`config.mk`:
```
export PLATFORM = sky130hd
export DESIGN_NAME = node_append_health_tracker
export DESIGN_NICKNAME = d
export VERILOG_FILES = /design/src/rtl/core/naht_pkg.sv /design/src/rtl/core/node_append_health_tracker.sv /design/src/rtl/core/naht_ram.sv /design/src/rtl/core/naht_front.sv /design/src/rtl/core/naht_back.sv
export SDC_FILE = /design/constraint.sdc
export NUM_CORES = 2
export LEC_CHECK = 0
export BUFFER_PORTS_ARGS = -buffer_cell sky130_fd_sc_hd__buf_2
export CORE_ASPECT_RATIO = 0.6
export CORE_UTILIZATION = 45
export DETAILED_ROUTE_END_ITERATION = 10
export GPL_TIMING_DRIVEN = 1
export PLACE_DENSITY_LB_ADDON = 0.1
export SYNTH_ARGS = -nofsm -noshare
export SYNTH_HDL_FRONTEND = slang
export SYNTH_SLANG_ARGS = --single-unit
```
`constraint.sdc`:
```
create_clock -name clk -period 11.4 [get_ports clk]
set_input_delay 1.71 -clock clk [delete_from_list [all_inputs] [get_ports clk]]
set_output_delay 1.71 -clock clk [all_outputs]
set_load 0.1 [all_outputs]
```
`src/rtl/core/naht_pkg.sv`:
```
// Shared types and constants for the node append health tracker.
package naht_pkg;

  // Node table geometry.
  localparam int NODE_COUNT = 64;
  localparam int NODE_AW = (NODE_COUNT > 1) ? $clog2(NODE_COUNT) : 1;

  // Fixed field widths.
  localparam int TIME_W = 32;
  localparam int IDX_IN_W = 6;
  localparam int STATE_W = 2;
  localparam int ENTRY_W = TIME_W + STATE_W;

  // Queue between the front and the back.
  localparam int QUEUE_DEPTH = 2;
  localparam int QPTR_W = $clog2(QUEUE_DEPTH);
  localparam int QCNT_W = $clog2(QUEUE_DEPTH + 1);

  // Configuration register map (word index taken from paddr[2]).
  localparam logic REG_RECOVERY_INTERVAL = 1'b0;

  // Input command codes.
  typedef enum logic [1:0] {
    CMD_QUERY   = 2'd0,
    CMD_SUCCESS = 2'd1,
    CMD_FAILURE = 2'd2
  } cmd_t;

  // Failure status codes.
  typedef enum logic [1:0] {
    STATUS_REAL_FAILURE = 2'd0,
    STATUS_PREEMPTED    = 2'd1,
    STATUS_ACCESS       = 2'd2,
    STATUS_NOT_IN_CONFIG = 2'd3
  } status_t;

  // Node health states.
  typedef enum logic [STATE_W-1:0] {
    HS_HEALTHY    = 2'd0,
    HS_FAILED     = 2'd1,
    HS_RECOVERING = 2'd2
  } health_t;

  // Operation after classification by the front.
  typedef enum logic [1:0] {
    OP_QUERY   = 2'd0,
    OP_SUCCESS = 2'd1,
    OP_FAIL    = 2'd2,
    OP_NONE    = 2'd3
  } op_t;

  // Back-end sequencer states.
  typedef enum logic {
    B_IDLE = 1'b0,
    B_EXEC = 1'b1
  } bstate_t;

  typedef logic [NODE_AW-1:0] node_idx_t;

  // One classified item as it sits in the queue.
  typedef struct packed {
    op_t              op;
    logic             in_range;
    node_idx_t        idx;
    logic [TIME_W-1:0] now;
  } item_t;

endpackage

```
`src/rtl/core/node_append_health_tracker.sv`:
```
// Top level of the node append health tracker: register port and front/back pipeline.
//
//  Channel   Direction  Transaction                Fields (low bit first)
//  s_*       in         probe/success/failure      tuser: command; tdata: node_index,
//                                                  now_time, status_code
//  m_*       out        one result per item        tdata: probe, node_state_after
//  APB       in/out     register write/read        word 0: recovery_interval
//
// In the back end, each item first reads the node table RAM (registered read port)
// in the idle state, then applies the transition, writes back and loads the output
// register in the execute state; no new item is taken before the current one is done.
// A two-entry queue in front keeps accepting until it is full while the back end
// or the output stalls. Reset clears all table valid bits at once, so no clearing
// pass is needed; recovery_interval resets to zero. With an idle back end, a result
// is valid once its item has passed the queue, the table read and the output register.
module node_append_health_tracker (
  input  logic        clk,
  input  logic        rst,
  // Input stream.
  input  logic        s_tvalid,
  output logic        s_tready,
  input  logic [39:0] s_tdata,   // node_index[5:0], now_time[37:6], status_code[39:38]
  input  logic [1:0]  s_tuser,   // command[1:0]
  // Result stream.
  output logic        m_tvalid,
  input  logic        m_tready,
  output logic [7:0]  m_tdata,   // probe[0], node_state_after[2:1], zero[7:3]
  // Register port.
  input  logic        psel,
  input  logic        penable,
  input  logic        pwrite,
  input  logic [2:0]  paddr,
  input  logic [31:0] pwdata,
  output logic [31:0] prdata,
  output logic        pready
);

  logic [naht_pkg::TIME_W-1:0] recovery_interval;
  logic                        q_valid;
  logic                        q_ready;
  naht_pkg::item_t             q_item;
  logic                        reg_sel;

  // Register access decode.
  assign pready  = 1'b1;
  assign reg_sel = (paddr[2] == naht_pkg::REG_RECOVERY_INTERVAL);

  always_ff @(posedge clk) begin
    if (rst) begin
      recovery_interval <= '0;
    end else if (psel && penable && pwrite && pready && reg_sel) begin
      recovery_interval <= pwdata;
    end
  end

  assign prdata = reg_sel ? recovery_interval : '0;

  naht_front u_front (
    .clk     (clk),
    .rst     (rst),
    .s_tvalid(s_tvalid),
    .s_tready(s_tready),
    .s_tdata (s_tdata),
    .s_tuser (s_tuser),
    .q_valid (q_valid),
    .q_ready (q_ready),
    .q_item  (q_item)
  );

  naht_back u_back (
    .clk              (clk),
    .rst              (rst),
    .recovery_interval(recovery_interval),
    .q_valid          (q_valid),
    .q_ready          (q_ready),
    .q_item           (q_item),
    .m_tvalid         (m_tvalid),
    .m_tready         (m_tready),
    .m_tdata          (m_tdata)
  );

endmodule

```
`src/rtl/core/naht_ram.sv`:
```
// Generic single-write, single-read RAM with registered read data.
module naht_ram #(
  parameter int WIDTH = 8,
  parameter int DEPTH = 16
) (
  input  logic                           clk,
  input  logic                           we,
  input  logic [$clog2(DEPTH)-1:0]       waddr,
  input  logic [WIDTH-1:0]               wdata,
  input  logic                           re,
  input  logic [$clog2(DEPTH)-1:0]       raddr,
  output logic [WIDTH-1:0]               rdata
);

  logic [WIDTH-1:0] mem [DEPTH];

  // Write port.
  always_ff @(posedge clk) begin
    if (we) begin
      mem[waddr] <= wdata;
    end
  end

  // Registered read port.
  always_ff @(posedge clk) begin
    if (re) begin
      rdata <= mem[raddr];
    end
  end

endmodule

```
`src/rtl/core/naht_front.sv`:
```
// Front end: accepts input transactions, classifies them and queues them.
module naht_front (
  input  logic                clk,
  input  logic                rst,
  input  logic                s_tvalid,
  output logic                s_tready,
  input  logic [39:0]         s_tdata,
  input  logic [1:0]          s_tuser,
  output logic                q_valid,
  input  logic                q_ready,
  output naht_pkg::item_t     q_item
);

  naht_pkg::cmd_t               cmd;
  naht_pkg::status_t            status;
  logic [naht_pkg::IDX_IN_W-1:0] raw_idx;
  naht_pkg::item_t              item_in;
  naht_pkg::item_t              q_mem [naht_pkg::QUEUE_DEPTH];
  logic [naht_pkg::QPTR_W-1:0]  wr_ptr;
  logic [naht_pkg::QPTR_W-1:0]  rd_ptr;
  logic [naht_pkg::QCNT_W-1:0]  count;
  logic                         push;
  logic                         pop;

  // Unpack the transaction fields.
  assign cmd     = naht_pkg::cmd_t'(s_tuser);
  assign raw_idx = s_tdata[5:0];
  assign status  = naht_pkg::status_t'(s_tdata[39:38]);

  // Classify: ignorable failures and the unused command change nothing.
  always_comb begin
    item_in.idx      = naht_pkg::NODE_AW'(raw_idx);
    item_in.now      = s_tdata[37:6];
    item_in.in_range = (32'(raw_idx) < 32'(naht_pkg::NODE_COUNT));
    case (cmd)
      naht_pkg::CMD_QUERY:   item_in.op = naht_pkg::OP_QUERY;
      naht_pkg::CMD_SUCCESS: item_in.op = naht_pkg::OP_SUCCESS;
      naht_pkg::CMD_FAILURE: begin
        if (status inside {naht_pkg::STATUS_PREEMPTED, naht_pkg::STATUS_ACCESS,
                           naht_pkg::STATUS_NOT_IN_CONFIG}) begin
          item_in.op = naht_pkg::OP_NONE;
        end else begin
          item_in.op = naht_pkg::OP_FAIL;
        end
      end
      default:               item_in.op = naht_pkg::OP_NONE;
    endcase
  end

  // Queue handshakes.
  assign s_tready = (count != naht_pkg::QCNT_W'(naht_pkg::QUEUE_DEPTH));
  assign q_valid  = (count != '0);
  assign push     = s_tvalid && s_tready;
  assign pop      = q_valid && q_ready;
  assign q_item   = q_mem[rd_ptr];

  // Queue storage.
  always_ff @(posedge clk) begin
    if (push) begin
      q_mem[wr_ptr] <= item_in;
    end
  end

  // Queue pointers and fill count.
  always_ff @(posedge clk) begin
    if (rst) begin
      wr_ptr <= '0;
      rd_ptr <= '0;
      count  <= '0;
    end else begin
      if (push) begin
        wr_ptr <= wr_ptr + 1'b1;
      end
      if (pop) begin
        rd_ptr <= rd_ptr + 1'b1;
      end
      if (push && !pop) begin
        count <= count + 1'b1;
      end else if (pop && !push) begin
        count <= count - 1'b1;
      end
    end
  end

  // The fill count never passes the queue depth.
  a_count_bound: assert property (@(posedge clk) disable iff (rst)
    count <= naht_pkg::QCNT_W'(naht_pkg::QUEUE_DEPTH))
    else $error("queue count exceeds depth");

  // Simultaneous push and pop leave the fill count unchanged.
  a_count_stable: assert property (@(posedge clk) disable iff (rst)
    (push && pop) |=> $stable(count))
    else $error("queue count moved on push and pop");

  // A push alone raises the fill count by one.
  a_count_push: assert property (@(posedge clk) disable iff (rst)
    (push && !pop) |=> (count == $past(count) + 1'b1))
    else $error("queue count did not grow on push");

endmodule

```
`src/rtl/core/naht_back.sv`:
```
// Back end: reads the node table, applies the transition and returns the result.
module naht_back (
  input  logic                         clk,
  input  logic                         rst,
  input  logic [naht_pkg::TIME_W-1:0]  recovery_interval,
  input  logic                         q_valid,
  output logic                         q_ready,
  input  naht_pkg::item_t              q_item,
  output logic                         m_tvalid,
  input  logic                         m_tready,
  output logic [7:0]                   m_tdata
);

  naht_pkg::bstate_t                  bstate;
  naht_pkg::bstate_t                  bstate_next;
  naht_pkg::item_t                    cur;
  logic [naht_pkg::NODE_COUNT-1:0]    valid;
  logic                               rd_valid;
  logic                               pop;
  logic                               out_free;
  logic                               exec_fire;
  logic [naht_pkg::ENTRY_W-1:0]       rdata;
  logic [naht_pkg::ENTRY_W-1:0]       wdata;
  logic                               ram_we;
  naht_pkg::health_t                  cur_st;
  logic [naht_pkg::TIME_W-1:0]        cur_dl;
  logic [naht_pkg::TIME_W:0]          dl_sum;
  logic [naht_pkg::TIME_W-1:0]        dl_sat;
  naht_pkg::health_t                  st_new;
  logic [naht_pkg::TIME_W-1:0]        dl_new;
  logic                               probe_new;
  logic                               out_probe;
  naht_pkg::health_t                  out_state;

  // Next-state logic of the sequencer.
  always_comb begin
    bstate_next = bstate;
    case (bstate)
      naht_pkg::B_IDLE: begin
        if (q_valid) begin
          bstate_next = naht_pkg::B_EXEC;
        end
      end
      naht_pkg::B_EXEC: begin
        if (out_free) begin
          bstate_next = naht_pkg::B_IDLE;
        end
      end
      default: bstate_next = naht_pkg::B_IDLE;
    endcase
  end

  // Output decode of the sequencer.
  always_comb begin
    q_ready   = 1'b0;
    exec_fire = 1'b0;
    case (bstate)
      naht_pkg::B_IDLE: q_ready   = 1'b1;
      naht_pkg::B_EXEC: exec_fire = out_free;
      default: begin
        q_ready   = 1'b0;
        exec_fire = 1'b0;
      end
    endcase
  end

  assign pop      = q_valid && q_ready;
  assign out_free = !m_tvalid || m_tready;

  always_ff @(posedge clk) begin
    if (rst) begin
      bstate <= naht_pkg::B_IDLE;
    end else begin
      bstate <= bstate_next;
    end
  end

  // Hold the item being worked on and sample the entry's valid bit.
  always_ff @(posedge clk) begin
    if (pop) begin
      cur      <= q_item;
      rd_valid <= valid[q_item.idx];
    end
  end

  // Node table: deadline in the upper bits, health state in the lower bits.
  naht_ram #(
    .WIDTH(naht_pkg::ENTRY_W),
    .DEPTH(naht_pkg::NODE_COUNT)
  ) u_table (
    .clk  (clk),
    .we   (ram_we),
    .waddr(cur.idx),
    .wdata(wdata),
    .re   (pop),
    .raddr(q_item.idx),
    .rdata(rdata)
  );

  // An entry never written reads as healthy.
  assign cur_st = rd_valid ? naht_pkg::health_t'(rdata[naht_pkg::STATE_W-1:0])
                           : naht_pkg::HS_HEALTHY;
  assign cur_dl = rdata[naht_pkg::ENTRY_W-1:naht_pkg::STATE_W];

  // Saturating deadline for a node entering recovery.
  assign dl_sum = {1'b0, cur.now} + {1'b0, recovery_interval};
  assign dl_sat = dl_sum[naht_pkg::TIME_W] ? '1 : dl_sum[naht_pkg::TIME_W-1:0];

  // State transition and probe answer.
  always_comb begin
    st_new    = cur_st;
    dl_new    = cur_dl;
    probe_new = 1'b0;
    if (!cur.in_range) begin
      st_new = naht_pkg::HS_HEALTHY;
    end else begin
      case (cur.op)
        naht_pkg::OP_QUERY: begin
          probe_new = (cur_st == naht_pkg::HS_FAILED) ||
                      ((cur_st == naht_pkg::HS_RECOVERING) && (cur.now < cur_dl));
        end
        naht_pkg::OP_SUCCESS: begin
          if (cur_st == naht_pkg::HS_FAILED) begin
            st_new = naht_pkg::HS_RECOVERING;
            dl_new = dl_sat;
          end else if ((cur_st == naht_pkg::HS_RECOVERING) && (cur.now >= cur_dl)) begin
            st_new = naht_pkg::HS_HEALTHY;
          end
        end
        naht_pkg::OP_FAIL: st_new = naht_pkg::HS_FAILED;
        default: st_new = cur_st;
      endcase
    end
  end

  assign ram_we = exec_fire && cur.in_range;
  assign wdata  = {dl_new, st_new};

  // Valid bits mark table entries that have been written since reset.
  always_ff @(posedge clk) begin
    if (rst) begin
      valid <= '0;
    end else if (ram_we) begin
      valid[cur.idx] <= 1'b1;
    end
  end

  // Output register.
  always_ff @(posedge clk) begin
    if (rst) begin
      m_tvalid <= 1'b0;
    end else if (exec_fire) begin
      m_tvalid <= 1'b1;
    end else if (m_tready) begin
      m_tvalid <= 1'b0;
    end
  end

  always_ff @(posedge clk) begin
    if (exec_fire) begin
      out_probe <= probe_new;
      out_state <= st_new;
    end
  end

  assign m_tdata = {5'b0, out_state, out_probe};

  // A result never carries the unused state code.
  a_state_code: assert property (@(posedge clk) disable iff (rst)
    m_tvalid |-> (m_tdata[2:1] != 2'd3))
    else $error("result carries an unused state code");

  // Only a query can ask for a probe.
  a_probe_query: assert property (@(posedge clk) disable iff (rst)
    (exec_fire && probe_new) |-> (cur.op == naht_pkg::OP_QUERY))
    else $error("probe raised for a non-query");

  // A fetched item always reaches execution in the next cycle.
  a_pop_exec: assert property (@(posedge clk) disable iff (rst)
    pop |=> (bstate == naht_pkg::B_EXEC))
    else $error("popped item not executed");

  // A blocked result keeps the item in execution and leaves the table alone.
  a_exec_hold: assert property (@(posedge clk) disable iff (rst)
    ((bstate == naht_pkg::B_EXEC) && !out_free) |-> !ram_we ##1
    (bstate == naht_pkg::B_EXEC))
    else $error("execution left while result blocked");

endmodule
```
=== Word-level counts from Yosys, hierarchy flattened ===
Memory sizes are Yosys's and may differ from the RTL's. A register that Yosys moved wholly into a read port is not among the register bits.
Cells that the tools add are included.
W data, S select, Z words.

* Add/sub/neg operators: 5
* $mul: 0
* Div/mod/pow operators: 0
* Order comparisons: 5
* Equality and inequality tests: 10
* Shift-type cells: 0
* Mux-type cells: 31
* Bitwise gates (word level): 3
* Reduce and logical (&&, ||, !) cells: 23

{| class="wikitable"
|+ Operators by type and width
! operator !! number
|-
| $mux W32 || 5
|-
| $or A64 B64 Y64 || 1
|-
| $add A32 B32 Y33 || 1
|-
| $ge A32 B32 Y1 || 1
|-
| $lt A32 B32 Y1 || 1
|-
| $mux W1 || 15
|-
| $lt A6 B7 Y1 const B || 2
|-
| $mux W2 || 6
|-
| $logic_and A1 B1 Y1 || 11
|-
| $eq A2 B2 Y1 const B || 5
|-
| $eq A2 B1 Y1 const B || 4
|-
| $bmux W1 S6 || 1
|-
| $demux W1 S6 || 1
|-
| $ge A6 B1 Y1 const B || 1
|-
| $pmux W2 S3 || 1
|-
| $reduce_bool A2 Y1 || 3
|-
| $logic_not A2 Y1 || 2
|-
| $pmux W2 S2 || 1
|-
| $logic_not A1 Y1 || 3
|-
| $reduce_bool A3 Y1 || 1
|-
| $add A1 B1 Y1 const B || 2
|-
| $add A2 B1 Y2 const B || 1
|-
| $logic_or A1 B1 Y1 || 2
|-
| $ne A2 B2 Y1 const B || 1
|-
| 4 further kinds || 5
|}

* Flip-flop bits (word level): 147
* Latch bits: 0
* Memory bits (writable): 2256
* Bits in read-only memories: 0
* Input port bits: 84
* Memories: 2

{| class="wikitable"
|+ Memory list
! memory !! words !! width !! read ports !! clocked after Yosys merged registers in !! wr ports !! RTL line !! source
|-
| u_back.u_table.mem || 64 || 34 || 1 || 1 || 1 || naht_ram.sv:15 || <nowiki>logic [WIDTH-1:0] mem [DEPTH];</nowiki>
|-
| u_front.q_mem || 2 || 40 || 1 || 1 || 1 || naht_front.sv:18 || <nowiki>naht_pkg::item_t q_mem [naht_pkg::QUEUE_DEPTH];</nowiki>
|}

=== Longest topological paths before layout ===
* Depth in word-level cells: 7
* Gate-level depth with buffers: 12
* Mapped depth without buffers: 11

=== Modules after synthesis ===
From an unflattened synthesis, not the netlist that was laid out.

* Cell total of the unflattened synthesis: 4854
* Area, all modules: 96291.1 µm²

{| class="wikitable"
|+ By module, submodules not included
! module !! instances !! cells an instance !! area each (µm²) !! seq. area each (µm²)
|-
| naht_ram || 1 || 3744 || 84114.4 || 66363.6
|-
| naht_back || 1 || 780 || 7358.3 || 2672.6
|-
| naht_front || 1 || 153 || 3121.7 || 2502.4
|-
| node_append_health_tracker || 1 || 177 || 1696.6 || 640.6
|}

=== Worst setup path before layout ===
No wires, ideal clock.

* Path type: register -> register
* From: register u_back.cur[1] (netlist name)
* To: register u_back.out_state[1], data pin
* Setup time: 0.709 ns
* Data arrival time: 4.300 ns
* Data required time: 10.691 ns
* Path slack: 6.391 ns
* Cell stages (with the launch flop): 10
* Buffers on the path: 0
* Period minus slack after synthesis: 5.009 ns
* Path through: edfxtp_1 -> ha_1 -> nor2b_1 -> o21ai_0 -> nand2b_1 -> a21oi_1 -> o21ai_0 -> a21o_1 -> a221o_1 -> o21ai_0

* Cells in the longest elaborated chain, start to end: 6

{| class="wikitable"
|+ Ends and longest elaborated chain
! what !! RTL line !! source
|-
| start, declared || naht_back.sv:16 || <nowiki>naht_pkg::item_t cur;</nowiki>
|-
| start signal, assigned || naht_back.sv:81 || <nowiki>cur <= q_item;</nowiki>
|-
| $ge A32 B32 Y1 || naht_back.sv:126 || <nowiki>end else if ((cur_st == naht_pkg::HS_RECOVERING) && (cur.now >= cur_dl)) begin</nowiki>
|-
| $logic_and A1 B1 Y1 || naht_back.sv:126 ||
|-
| $mux W2 || naht_back.sv:126 ||
|-
| $mux W2 || naht_back.sv:123 || <nowiki>if (cur_st == naht_pkg::HS_FAILED) begin</nowiki>
|-
| $pmux W2 S2 || naht_back.sv:117 || <nowiki>case (cur.op)</nowiki>
|-
| $mux W2 || naht_back.sv:114 || <nowiki>if (!cur.in_range) begin</nowiki>
|-
| net u_back.st_new[1] || naht_back.sv:29 || <nowiki>naht_pkg::health_t st_new;</nowiki>
|-
| end signal, assigned || naht_back.sv:162 || <nowiki>out_state <= st_new;</nowiki>
|-
| end, declared || naht_back.sv:33 || <nowiki>naht_pkg::health_t out_state;</nowiki>
|}

The timed path passes the listed nets, and every way through them passes these cells.
A chain may end at the register's enable or synchronous reset.

==> impl_results.md <==
- Largest net degree at the start of global routing: 149
- Cell area after synthesis: 98,200 sq um
- Slew Viols, Final: 0
- Fin nets: 7,930
- Final Instance Area: 109,000 sq um
- Final hold vios: 0
- Post-route antenna net violation count: 0
- Post-cts resize count: 0
- Clock transition at path regs: 0.07 ns
- HP Start: u_back.valid[29]$_SDFFE_PP0P_
- Die area: 220,000 sq um
- Num CTS Buffers: around 220
- Worst Hold Class: register to register
- CP Class: register to register
- Worst-Margin Slew: ~1.4 ns
- CTS sink count: 2,437
- Setup-failing EPs final: 0
- Setup slack after placement: 5.89 ns
- Maxcap violations: 0
- Clock Tree Buf Depth: 4
- Crit-path leading delay family: buffers and inverters
- Site Rows: 132
- P_leak: 0.0373 uW
- Syn Area/Cell: 12.6 sq um
- Routed WL per cell: 27.3 um
- Area of placed instances: ~100,000 sq um
- Critical-path cell list: buf_4 > mux2i_4 > buf_4 > buf_4 > buf_4 > buf_4 > nand2_1 > and3_1 > a311oi_1 > a311oi_1 > a311oi_1 > nor3_1 > a21oi_1
- Global-route wire length before repair: ~420 mm
- Synth Instances: 7,783
- Sequential area share after synthesis: 73.5%
- I/O pins: 127
- Most frequent cell after synthesis: edfxtp_1
- Root Buffer: clkbuf_16
- Synth async-reset ratio: 0%
- Critical Path Source Type: register
- DRC: 0
- Routed WL: 296 mm
- Via Count: 63,400
- Initial antenna violation count: 13
- Final WS setup: 5.87 ns
- Port Buffer Count: 118
- Worst EP required: approximately 12 ns
- Pwr per Cell Area: 247 nW/um^2
- DRT Pass-1 Iters: 6
- CP max FO: 60
- Post-synth EDFFs: approximately 2,300
- Synthesis Warnings: 0
- Layout Skew: between 0.04 and 0.05 ns
- Share of cells above drive strength 1: a little under a tenth
- Area Growth Syn to Fin: 11.2%
- Final Cycle Share: 48.5%
- Synthesized flop and latch total: 2,437
- Post-CTS Setup Bufs: 0
- Worst VDD drop: 0.000262 V
- Final core utilization: 50.5%
- RSZ-0062 raised after global routing: false
- All-Layer GR Usage: roughly a quarter
- DIE HEIGHT: 364 um
- Fmax: 181 MHz
- Area leader, netlist: edfxtp_1
- Status: finished, final reports clean
- DR vias/cell: 5.86
- Initial core utilization: 45.4%
- WHS: around 0.47 ns
- Remaining global-route overflow: 0
- CP max stage cell: a311oi_1
- Die W: 605 um
- Number of DRC markers in iteration 0: 8,257
- Final Wtd Congestion: 0.817
- Cell mode on critical path: buf_4
- Post-route setup TNS: 0 ns
- Area contributors post-synth: edfxtp_1 71%, nand2_1 8.9%, nand3_1 5.8%
- Yosys top cell area share: 71.4%
- CTS tree: built
- Commonest cells post-synth: 2,334 x edfxtp_1, 2,331 x nand2_1, 1,136 x nand3_1, 385 x a311oi_1, 355 x clkbuf_1
- Post-cts hold buffer count: 0
- WP buf/inv: 5
- Clk Latency, worst-skew pair: between 0.8 and 0.9 ns
- Max_slew headroom: about 4.4%
- Count of cell types in the netlist: 59
- Arrival @ worst endpoint: 6.25 ns
- DP HPWL: around 150 mm
- Fillcell total: 18,500
- Slowest stage delay, CP: 0.95 ns
- Period minus WS final: 5.53 ns
- Top FF cell, synth: edfxtp_1
- Core area: 216,000 sq um
- CP Capture Type: register
- Vias in the first global route: 59,000
- H-tree Lvls: 4
area by class of cell:
cell class | instances | area (sq um) | share of cell area (%)
Clock buffer | 299 | 6040 | 5.53
Clock inverter | 89 | 693 | 0.635
Multi-Input combinational cell | 4768 | 24300 | 22.3
Inverter | 49 | 205 | 0.188
Antenna cell | 5 | 12.5 | 0.0115
Sequential cell | 2437 | 72200 | 66.1
Tap cell | 2881 | 3600 | 3.30
Timing Repair Buffer | 298 | 2170 | 1.99
metal layers:
metal / vias up / wire length (um) / track usage, %
met5: - / 13 / 0
met4: 2 / 7000 / 6.19
met3: 373 / 29200 / 6.05
met2: 2750 / 126000 / 38.4
met1: 31800 / 134000 / 39.8
li1: 28500 / - / -
cells in the final DEF (no fill, tap or decap), types with 7 or more instances in the layout:
cell,instances
nand3_1,1136
clkbuf_16,229
inv_1,44
nand2_1,2331
a311oi_1,384
nor2b_1,39
clkbuf_1,65
xor2_1,10
dfxtp_1,102
and3_1,145
o22a_2,30
nor2_1,152
buf_2,117
nor2_4,65
a21o_1,27
clkinv_2,39
mux2_2,34
a31oi_1,39
nor3_1,36
o21a_1,7
o21ai_0,23
buf_12,18
buf_4,163
xnor2_1,21
nand4_1,9
clkinv_1,35
bufinv_16,11
a21oi_1,137
ha_1,68
edfxtp_1,2334
through the flow:
stage	cells	total power (uW)
4_1_cts	10800	27000
6_report	10800	26900
3_5_place_dp	10400	19800
3_3_place_gp	10400	19700
2_1_floorplan	7787	16600
5_1_grt	10800	28000
worst min-delay path, cell delays in order (launching register included):
cell     delay (ns)
dfxtp_1        0.33
nor2_1         0.05
nor2_1         0.06
registers in the layout, indices dropped and copies added (netlist names), named ones only:
register,count
u_front.q_mem,80
u_back.u_table.mem,2176
u_back.cur,40
u_back.out_probe,1
u_back.bstate,1
recovery_interval,32
u_front.rd_ptr,1
u_front.count,2
u_front.wr_ptr,1
u_back.m_tvalid,1
u_back.rd_valid,1
u_back.out_state,2
u_back.valid,64
u_back.u_table.rdata,34
worst paths after layout:
check	end	slack [ns]	cells past startpoint
max	u_back.u_table.rdata[17]$_DFFE_PP_	5.87	13
min	u_back.valid[29]$_SDFFE_PP0P_	0.47	2
max reg2reg	u_back.u_table.rdata[17]$_DFFE_PP_	5.87	13
min reg2reg	u_back.valid[29]$_SDFFE_PP0P_	0.47	2
logic make-up (layout without fill, tap and decap cells):
group,Yosys count,after routing,share of synthesized area [%]
flip-flops,2437,2437,73.5
adder cells (fa/ha/maj),69,69,0.887
other,2,11,0.00765
multiplexers,40,40,0.468
AND/OR/NAND/NOR,3939,3939,17.1
XOR/XNOR,31,31,0.276
buffers and inverters,582,735,2.43
AO/OA/AOI/OAI,683,683,5.34
report_power, final:
part           internal [uW]  switching (uW)  total (uW)  leakage (uW)
Combinational           1730            6010        7740        0.0121
Clock                   3940            3260        7200       0.00331
Sequential             11800             236       12000        0.0219
No activity file was read; power rests on OpenSTA's default activity.
